--- src/rtl/core/i2p_pkg.sv ---
// Shared constants, types and helper functions of the infix-to-postfix converter.
`timescale 1ns / 1ps

package i2p_pkg;

  // Field widths and default stack depth.
  localparam int CHAR_W       = 8;
  localparam int STATUS_W     = 2;
  localparam int STACK_DEPTH  = 16;

  // Characters with a meaning of their own.
  localparam logic [CHAR_W-1:0] CH_PLUS   = 8'h2B;
  localparam logic [CHAR_W-1:0] CH_MINUS  = 8'h2D;
  localparam logic [CHAR_W-1:0] CH_STAR   = 8'h2A;
  localparam logic [CHAR_W-1:0] CH_SLASH  = 8'h2F;
  localparam logic [CHAR_W-1:0] CH_CARET  = 8'h5E;
  localparam logic [CHAR_W-1:0] CH_LPAREN = 8'h28;
  localparam logic [CHAR_W-1:0] CH_RPAREN = 8'h29;
  localparam logic [CHAR_W-1:0] CH_LO_A   = 8'h61;
  localparam logic [CHAR_W-1:0] CH_LO_Z   = 8'h7A;
  localparam logic [CHAR_W-1:0] CH_UP_A   = 8'h41;
  localparam logic [CHAR_W-1:0] CH_UP_Z   = 8'h5A;

  // Status codes carried by each result.
  localparam logic [STATUS_W-1:0] ST_OK        = 2'd0;
  localparam logic [STATUS_W-1:0] ST_UNMATCHED = 2'd1;
  localparam logic [STATUS_W-1:0] ST_OVERFLOW  = 2'd2;

  // One result before the per-item flags are attached.
  typedef struct packed {
    logic [CHAR_W-1:0]   out_char;
    logic                has_char;
    logic [STATUS_W-1:0] status;
  } res_t;

  // Precedence, shifted up by one so that "other" is the lowest code.
  function automatic logic [1:0] prec(input logic [CHAR_W-1:0] c);
    logic [1:0] p;
    p = 2'd0;
    if (c == CH_PLUS || c == CH_MINUS) p = 2'd1;
    if (c == CH_STAR || c == CH_SLASH) p = 2'd2;
    if (c == CH_CARET) p = 2'd3;
    return p;
  endfunction

  // True for ASCII letters of either case.
  function automatic logic is_letter(input logic [CHAR_W-1:0] c);
    return ((c >= CH_LO_A) && (c <= CH_LO_Z)) || ((c >= CH_UP_A) && (c <= CH_UP_Z));
  endfunction

endpackage

--- src/rtl/core/i2p_if.sv ---
// Valid/ready channel interfaces for the converter's input and result streams.
`timescale 1ns / 1ps

interface i2p_in_if;
  logic                       valid;
  logic                       ready;
  logic [i2p_pkg::CHAR_W-1:0] in_char;
  logic                       in_last;

  modport source (output valid, output in_char, output in_last, input ready);
  modport sink (input valid, input in_char, input in_last, output ready);
endinterface

interface i2p_out_if;
  logic                         valid;
  logic                         ready;
  logic [i2p_pkg::CHAR_W-1:0]   out_char;
  logic                         has_char;
  logic [i2p_pkg::STATUS_W-1:0] status;
  logic                         run_last;
  logic                         expr_end;

  modport source (output valid, output out_char, output has_char, output status,
                  output run_last, output expr_end, input ready);
  modport sink (input valid, input out_char, input has_char, input status,
                input run_last, input expr_end, output ready);
endinterface

--- src/rtl/core/i2p_ram.sv ---
// Generic single-write, single-read RAM with a registered read port.
`timescale 1ns / 1ps

module i2p_ram #(
  parameter int WIDTH = 8,
  parameter int DEPTH = 16
) (
  input  logic                     clk,
  input  logic                     we,
  input  logic [$clog2(DEPTH)-1:0] waddr,
  input  logic [WIDTH-1:0]         wdata,
  input  logic                     re,
  input  logic [$clog2(DEPTH)-1:0] raddr,
  output logic [WIDTH-1:0]         rdata
);

  logic [WIDTH-1:0] mem [DEPTH];

  // Write port, and a read port whose data holds while re is low.
  always_ff @(posedge clk) begin
    if (we) begin
      mem[waddr] <= wdata;
    end
    if (re) begin
      rdata <= mem[raddr];
    end
  end

endmodule

--- src/rtl/core/infix_to_postfix_converter_unit.sv ---
// Top level of the shunting-yard infix-to-postfix converter.
`timescale 1ns / 1ps

// The converter takes one character per input transaction, with in_last on the final
// character of an expression, and sends the expression out in postfix order, one result
// transaction per emitted character or status marker. It works on one character at a
// time: a new input transaction is taken only once the previous character is done. A
// letter goes straight out and an opening parenthesis is pushed. A closing parenthesis
// pops operators down to its opening parenthesis, and an operator pops those of equal
// or higher precedence before it is pushed. On the last character the flush pops every
// entry left on the stack. Characters after an unmatched closing parenthesis are
// ignored. The operator stack RAM has one registered read port and gives up one entry
// per cycle during a pop run while the result side does not stall; stalls on the result
// side hold the converter. Results leave through an output register; the final result
// of each item carries run_last, and the final result of an expression also carries
// expr_end.

module infix_to_postfix_converter_unit #(
  parameter int STACK_DEPTH = i2p_pkg::STACK_DEPTH
) (
  input logic        clk,
  input logic        rst,
  i2p_in_if.sink     in_chan,
  i2p_out_if.source  out_chan
);

  localparam int AW = $clog2(STACK_DEPTH);
  localparam int CW = $clog2(STACK_DEPTH + 1);

  typedef enum logic [2:0] {
    S_IDLE, S_DISPATCH, S_PUSH, S_FLUSH_START, S_POP, S_RP_FAIL, S_DONE
  } state_t;

  typedef enum logic [1:0] {
    M_RPAREN, M_OPER, M_FLUSH
  } mode_t;

  state_t                     state, state_next;
  mode_t                      mode, mode_next;
  logic [CW-1:0]              count, count_next;
  logic                       failed, failed_next;
  logic [i2p_pkg::CHAR_W-1:0] cur_char, cur_char_next;
  logic                       cur_last, cur_last_next;
  logic                       pend_v, pend_v_next;
  i2p_pkg::res_t              pend, pend_next;
  logic                       out_v, out_v_next;
  i2p_pkg::res_t              out_res, out_res_next;
  logic                       out_run, out_run_next;
  logic                       out_end, out_end_next;

  logic                       ram_we, ram_re;
  logic [AW-1:0]              ram_waddr, ram_raddr;
  logic [i2p_pkg::CHAR_W-1:0] ram_wdata, ram_rdata;

  logic                       gen_fire;
  i2p_pkg::res_t              gen_res;
  logic                       slot_free, gen_ok, take, done_go;
  logic [CW-1:0]              cnt_m1, cnt_m2;

  // Operator stack storage.
  i2p_ram #(
    .WIDTH(i2p_pkg::CHAR_W),
    .DEPTH(STACK_DEPTH)
  ) u_stack (
    .clk  (clk),
    .we   (ram_we),
    .waddr(ram_waddr),
    .wdata(ram_wdata),
    .re   (ram_re),
    .raddr(ram_raddr),
    .rdata(ram_rdata)
  );

  assign cnt_m1    = count - CW'(1);
  assign cnt_m2    = count - CW'(2);
  assign slot_free = !out_v || out_chan.ready;
  // A new result can be produced once the held one has somewhere to go.
  assign gen_ok    = !pend_v || slot_free;

  assign in_chan.ready     = (state == S_IDLE);
  assign out_chan.valid    = out_v;
  assign out_chan.out_char = out_res.out_char;
  assign out_chan.has_char = out_res.has_char;
  assign out_chan.status   = out_res.status;
  assign out_chan.run_last = out_run;
  assign out_chan.expr_end = out_end;

  // Sequencer: one result is held back so the final one of an item can be flagged.
  always_comb begin
    state_next    = state;
    mode_next     = mode;
    count_next    = count;
    failed_next   = failed;
    cur_char_next = cur_char;
    cur_last_next = cur_last;
    pend_v_next   = pend_v;
    pend_next     = pend;
    out_v_next    = out_v && !out_chan.ready;
    out_res_next  = out_res;
    out_run_next  = out_run;
    out_end_next  = out_end;
    ram_we        = 1'b0;
    ram_waddr     = count[AW-1:0];
    ram_wdata     = cur_char;
    ram_re        = 1'b0;
    ram_raddr     = cnt_m1[AW-1:0];
    gen_fire      = 1'b0;
    gen_res       = '0;
    take          = 1'b0;
    done_go       = 1'b0;

    case (state)
      S_IDLE: begin
        if (in_chan.valid) begin
          cur_char_next = in_chan.in_char;
          cur_last_next = in_chan.in_last;
          state_next    = S_DISPATCH;
        end
      end

      S_DISPATCH: begin
        if (failed) begin
          if (!cur_last) begin
            state_next = S_IDLE;
          end else if (gen_ok) begin
            gen_fire        = 1'b1;
            gen_res.status  = i2p_pkg::ST_UNMATCHED;
            state_next      = S_DONE;
          end
        end else if (i2p_pkg::is_letter(cur_char)) begin
          if (gen_ok) begin
            gen_fire         = 1'b1;
            gen_res.out_char = cur_char;
            gen_res.has_char = 1'b1;
            state_next       = cur_last ? S_FLUSH_START : S_DONE;
          end
        end else if (cur_char == i2p_pkg::CH_LPAREN) begin
          state_next = S_PUSH;
        end else begin
          mode_next = (cur_char == i2p_pkg::CH_RPAREN) ? M_RPAREN : M_OPER;
          if (count != '0) begin
            ram_re     = 1'b1;
            state_next = S_POP;
          end else begin
            state_next = (cur_char == i2p_pkg::CH_RPAREN) ? S_RP_FAIL : S_PUSH;
          end
        end
      end

      S_PUSH: begin
        if (count == CW'(STACK_DEPTH)) begin
          if (gen_ok) begin
            gen_fire       = 1'b1;
            gen_res.status = i2p_pkg::ST_OVERFLOW;
            state_next     = cur_last ? S_FLUSH_START : S_DONE;
          end
        end else begin
          ram_we     = 1'b1;
          count_next = count + CW'(1);
          state_next = cur_last ? S_FLUSH_START : S_DONE;
        end
      end

      S_FLUSH_START: begin
        mode_next = M_FLUSH;
        if (count != '0) begin
          ram_re     = 1'b1;
          state_next = S_POP;
        end else begin
          state_next = S_DONE;
        end
      end

      S_POP: begin
        case (mode)
          M_RPAREN: take = (ram_rdata != i2p_pkg::CH_LPAREN);
          M_OPER:   take = (i2p_pkg::prec(cur_char) <= i2p_pkg::prec(ram_rdata));
          default:  take = 1'b1;
        endcase
        if (take) begin
          if (gen_ok) begin
            gen_fire         = 1'b1;
            gen_res.out_char = ram_rdata;
            gen_res.has_char = 1'b1;
            count_next       = cnt_m1;
            if (count > CW'(1)) begin
              // Fetch the entry below while this one goes out.
              ram_re    = 1'b1;
              ram_raddr = cnt_m2[AW-1:0];
            end else begin
              case (mode)
                M_RPAREN: state_next = S_RP_FAIL;
                M_OPER:   state_next = S_PUSH;
                default:  state_next = S_DONE;
              endcase
            end
          end
        end else begin
          case (mode)
            M_RPAREN: begin
              // Matching opening parenthesis is dropped.
              count_next = cnt_m1;
              state_next = cur_last ? S_FLUSH_START : S_DONE;
            end
            M_OPER:  state_next = S_PUSH;
            default: state_next = S_DONE;
          endcase
        end
      end

      S_RP_FAIL: begin
        if (gen_ok) begin
          gen_fire       = 1'b1;
          gen_res.status = i2p_pkg::ST_UNMATCHED;
          failed_next    = 1'b1;
          state_next     = S_DONE;
        end
      end

      S_DONE: begin
        if (pend_v) begin
          if (slot_free) begin
            out_v_next   = 1'b1;
            out_res_next = pend;
            out_run_next = 1'b1;
            out_end_next = cur_last;
            pend_v_next  = 1'b0;
            done_go      = 1'b1;
          end
        end else if (cur_last) begin
          if (slot_free) begin
            out_v_next   = 1'b1;
            out_res_next = '0;
            out_run_next = 1'b1;
            out_end_next = 1'b1;
            done_go      = 1'b1;
          end
        end else begin
          done_go = 1'b1;
        end
        if (done_go) begin
          state_next = S_IDLE;
          if (cur_last) begin
            count_next  = '0;
            failed_next = 1'b0;
          end
        end
      end

      default: state_next = S_IDLE;
    endcase

    // A new result pushes the held one out as a non-final result.
    if (gen_fire) begin
      if (pend_v) begin
        out_v_next   = 1'b1;
        out_res_next = pend;
        out_run_next = 1'b0;
        out_end_next = 1'b0;
      end
      pend_next   = gen_res;
      pend_v_next = 1'b1;
    end
  end

  // State and registered outputs.
  always_ff @(posedge clk) begin
    if (rst) begin
      state  <= S_IDLE;
      mode   <= M_FLUSH;
      count  <= '0;
      failed <= 1'b0;
      pend_v <= 1'b0;
      out_v  <= 1'b0;
    end else begin
      state  <= state_next;
      mode   <= mode_next;
      count  <= count_next;
      failed <= failed_next;
      pend_v <= pend_v_next;
      out_v  <= out_v_next;
    end
    cur_char <= cur_char_next;
    cur_last <= cur_last_next;
    pend     <= pend_next;
    out_res  <= out_res_next;
    out_run  <= out_run_next;
    out_end  <= out_end_next;
  end

endmodule

--- src/flat_wrapper.sv ---
// flat-port wrapper written by rule: the top's interface ports become plain ports
module infix_to_postfix_converter_unit_flat 
#(
  parameter int STACK_DEPTH = i2p_pkg::STACK_DEPTH
)
  (clk, rst, in_chan_valid, in_chan_in_char, in_chan_in_last, in_chan_ready, out_chan_valid, out_chan_out_char, out_chan_has_char, out_chan_status, out_chan_run_last, out_chan_expr_end, out_chan_ready);
  i2p_in_if in_chan_i ();
  i2p_out_if out_chan_i ();
  input logic clk;
  input logic rst;
  input wire logic [$bits(in_chan_i.valid)-1:0] in_chan_valid;
  input wire logic [$bits(in_chan_i.in_char)-1:0] in_chan_in_char;
  input wire logic [$bits(in_chan_i.in_last)-1:0] in_chan_in_last;
  output wire logic [$bits(in_chan_i.ready)-1:0] in_chan_ready;
  output wire logic [$bits(out_chan_i.valid)-1:0] out_chan_valid;
  output wire logic [$bits(out_chan_i.out_char)-1:0] out_chan_out_char;
  output wire logic [$bits(out_chan_i.has_char)-1:0] out_chan_has_char;
  output wire logic [$bits(out_chan_i.status)-1:0] out_chan_status;
  output wire logic [$bits(out_chan_i.run_last)-1:0] out_chan_run_last;
  output wire logic [$bits(out_chan_i.expr_end)-1:0] out_chan_expr_end;
  input wire logic [$bits(out_chan_i.ready)-1:0] out_chan_ready;
  assign in_chan_i.valid = in_chan_valid;
  assign in_chan_i.in_char = in_chan_in_char;
  assign in_chan_i.in_last = in_chan_in_last;
  assign in_chan_ready = in_chan_i.ready;
  assign out_chan_valid = out_chan_i.valid;
  assign out_chan_out_char = out_chan_i.out_char;
  assign out_chan_has_char = out_chan_i.has_char;
  assign out_chan_status = out_chan_i.status;
  assign out_chan_run_last = out_chan_i.run_last;
  assign out_chan_expr_end = out_chan_i.expr_end;
  assign out_chan_i.ready = out_chan_ready;
  infix_to_postfix_converter_unit #(.STACK_DEPTH(STACK_DEPTH)) u_core (.clk(clk), .rst(rst), .in_chan(in_chan_i), .out_chan(out_chan_i));
endmodule
--- config.mk ---
export PLATFORM = sky130hd
export DESIGN_NAME = infix_to_postfix_converter_unit_flat
export DESIGN_NICKNAME = d
export VERILOG_FILES = /design/src/rtl/core/i2p_pkg.sv /design/src/rtl/core/i2p_if.sv /design/src/rtl/core/i2p_ram.sv /design/src/rtl/core/infix_to_postfix_converter_unit.sv /design/src/flat_wrapper.sv
export SDC_FILE = /design/constraint.sdc
export NUM_CORES = 1
export LEC_CHECK = 0
export ABC_AREA = 1
export BUFFER_PORTS_ARGS = -buffer_cell sky130_fd_sc_hd__buf_2
export CAP_MARGIN = 0
export CELL_PAD_IN_SITES_DETAIL_PLACEMENT = 0
export CELL_PAD_IN_SITES_GLOBAL_PLACEMENT = 1
export CORE_UTILIZATION = 46
export CTS_BUF_LIST = sky130_fd_sc_hd__clkbuf_8
export DETAILED_ROUTE_END_ITERATION = 12
export PLACE_DENSITY_LB_ADDON = 0.1
export SLEW_MARGIN = 25
export SYNTH_ARGS = -nofsm -noshare
export SYNTH_HDL_FRONTEND = slang
export SYNTH_SLANG_ARGS = --single-unit
export TNS_END_PERCENT = 50
--- constraint.sdc ---
create_clock -name clk -period 2.9 [get_ports clk]
set_input_delay 0.435 -clock clk [delete_from_list [all_inputs] [get_ports clk]]
set_output_delay 0.435 -clock clk [all_outputs]
set_load 0.01 [all_outputs]
==> key figures <==
Run status
  – Status: complete, but fails checks
  – Failing checks: setup timing

Worst setup path
  – Reg2reg start: u_core.cur_char[7]
  – CP delay by family, top: simple AND/OR/NAND/NOR gates
  – Crit path capture type: flip-flop
  – Crit-path cells: buf_12 -> nor2_4 -> nand3_4 -> nor2_4 -> a31oi_4 -> ha_4 -> nand2_2 -> nand2_2 -> nor2_2 -> nor2_2 -> nand3_4 -> buf_6 -> nor2_4 -> nor2_4 -> buf_12 -> buf_12 -> nand3_1 -> nand3_1 -> nand3_1 -> nand2_1
  – Arrival time at the worst endpoint: 3290 ps
  – Slowest-stage cell, CP: edfxtp_1
  – Reg-to-reg endpoint: u_core.u_stack.rdata[0]
  – Reg2reg setup slack: -170 ps
  – Crit path max fanout: 8
  – Required time worst endpoint: 3120 ps
  – Worst reg-to-reg path cell count: 20
  – CP Class: flip-flop to flip-flop
  – CP peak stage delay: 460 ps
  – Cell mode on critical path: nor2_4
  – WP buf/inv: 4
  – Crit path launch type: flip-flop

Global routing
  – Vias in the first global route: 6,603
  – Largest net degree at the start of global routing: 34
  – Initial antenna violation count: 1
  – Global-route wire length before repair: 36,600 um
  – Gr usage total: 0.250
  – Total grt overflow: 0

Floorplan
  – Die Y: 140 um
  – # IOs: 28
  – Row cnt: 50
  – Die width: 140 um
  – Starting density of the core: 0.469
  – Die area: 19,600 um^2
  – Core Area: 18,700 um^2

Power
  – Pleak: 4.40 nW
  – Power Dens Cells: 1010 nW/um^2
  – VDD IR-drop max: 0.572 mV

Yosys
  – EDFF count, synth: 156
  – Synth Instances: 907
  – Synthesized Nets: 930
  – Ys flop type: edfxtp_1
  – Average size of a mapped cell: 9.68 um^2
  – Ys async rst share: 0
  – Synth Cell Area: 8780 um^2
  – Post-synthesis sequential area ratio: 0.593
  – Ys Warns: 0
  – Yosys reg bits: 182
  – Unique cell type count in the Yosys netlist: 42

Hold path
  – Worst hold path class: primary input to flip-flop
  – WHS Endpoint: u_core.cur_char[6]
  – Hold Startpoint: in_chan_in_char[6]
  – Hold Crit Depth: 1

Layout
  – Area grow syn2layout: 22.2%
  – Core Util, Final: 0.574
  – Commonest cells after routing, fill and taps aside: nand2_1 (156), edfxtp_1 (156), inv_1 (133)
  – Share of layout cells above drive strength 1: 0.236
  – Final net count: 1,036
  – Antenna diodes: 0

Clock network
  – CTS tree: done
  – H-tree Lvls: 4
  – CTS clk-pin slew, worst paths: 100 ps
  – Clock Tree Buf Depth: 2
  – Worst-skew pair later-pin latency: 480 ps
  – CTS Sinks: 182
  – Total CTS buffers: 17
  – CTS root buf: clkbuf_8

Routing
  – Routed Antenna Nets: 0
  – Routed Wire Length: 23,600 um
  – Vias per cell: 5.37
  – Iter 0 DRT Violations: 617
  – DRC errors left: 0
  – Via count: 6,766
  – TritonRoute pass-1 iters: 5
  – WL/cell: 18.7 um

STA
  – Final Max Slew Viols: 0
  – Final clock skew: 16.3 ps
  – Final worst slack: -168 ps
  – Actual slew at the worst max-slew pin: 667 ps
  – Slew margin rel.: 0.553
  – Max Fclk: 326 MHz
  – Min Tclk post-route: 3070 ps
  – Final hold vios: 0
  – RSZ-0062 raised after global routing: yes
  – Final Cycle Share: 1.06
  – Final Setup Violations: 8

Placement
  – Dpl ws: -393 ps
  – Post-DP HPWL: 15,800 um
  – Placer Congestion: 0.852
  – PortBufs: 27

Run
  – Max_cap viols: 0
==> metal layers <==
metal	vias to the layer above	GRT usage	part of all wire
li1	3276	-	-
met1	3264	0.358	0.46
met2	198	0.385	0.47
met3	28	0.0468	0.062
met4	0	0.0769	0.015
met5	-	0	0
==> layout make-up <==
cell class	count	area (um^2)
fillers	1650	7980
flip-flops and latches	182	5200
multi-input cells	545	3160
repair buffers	126	1120
inverters	141	534
well taps	234	293
clock buffers	17	234
clock inverters	15	185
==> Yosys cell counts, types with 7 or more instances <==
cell / instances / share of area
dfxtp_1: 26 / 0.059
nor2_1: 64 / 0.027
inv_1: 134 / 0.057
buf_6: 8 / 0.010
o21ai_0: 30 / 0.017
buf_4: 7 / 0.0060
edfxtp_1: 156 / 0.53
a21oi_1: 16 / 0.0091
ha_1: 10 / 0.014
nand3_1: 151 / 0.086
nand2_1: 163 / 0.070
nand3b_1: 48 / 0.041
buf_2: 22 / 0.013
nor3_1: 11 / 0.0063
==> where the power goes <==
group / switching [mW] / internal [mW] / total [mW] / leakage, nW
Combinational: 3.27 / 2.11 / 5.38 / 2.56
Clock: 1.00 / 0.800 / 1.80 / 0.207
Sequential: 0.245 / 3.42 / 3.66 / 1.63
Total: 4.52 / 6.32 / 10.8 / 4.40
==> stage by stage <==
stage | hold slack (ps) | std cells | cell area [um^2] | TNS (ps) | power [mW]
floorplan | 412 | 907 | 8780 | 0 | 6.43
global placement | 435 | 1209 | 9630 | -2720 | 8.13
detailed placement | 436 | 1209 | 9630 | -2840 | 8.14
CTS | 110 | 1251 | 10400 | -679 | 10.4
global route | 118 | 1260 | 10700 | -2650 | 11.5
finish | 137 | 1260 | 10700 | -1100 | 10.8
==> what timing repair did <==
item,CTS,global route
hold buffers,0,0
setup endpoints to repair,18,28
gates resized for setup,52,41
buffers inserted,8,5
gates cloned,2,5
pin swaps,5,5
==> worst max path at each step <==
stage,startpoint,end,slack [ps],cells past startpoint
floorplan,u_core.cur_char[6],u_core.u_stack.rdata[0],30,19
global placement,u_core.cur_char[7],u_core.u_stack.rdata[0],-370,19
detailed placement,u_core.cur_char[7],u_core.u_stack.rdata[0],-390,19
CTS,u_core.cur_char[7],u_core.u_stack.rdata[0],-100,19
global route,u_core.cur_char[7],u_core.u_stack.rdata[0],-370,19
finish,u_core.cur_char[7],u_core.u_stack.rdata[0],-170,20
==> flip-flops by register name, indices dropped and copies added, names as in the netlist, 2 cells and up <==
name and flops:
u_core.count 5, u_core.cur_char 8, u_core.u_stack.rdata 8, u_core.u_stack.mem 128
u_core.out_chan.out_char 8, u_core.state 3, u_core.pend 11, u_core.mode 2
u_core.out_chan.status 2
==> kinds of logic (layout without fill, tap and decap cells) <==
family / Yosys count / after routing / synth area share
xor gates and xnor gates: 3 / 3 / 0.00385
and+or+nand+nor: 459 / 459 / 0.249
DFF: 182 / 182 / 0.593
adders and majority gates: 10 / 10 / 0.0142
AOI/OAI and AO/OA: 73 / 73 / 0.0500
buffers and inverters: 180 / 299 / 0.0903
No activity file was read; power rests on OpenSTA's default activity.
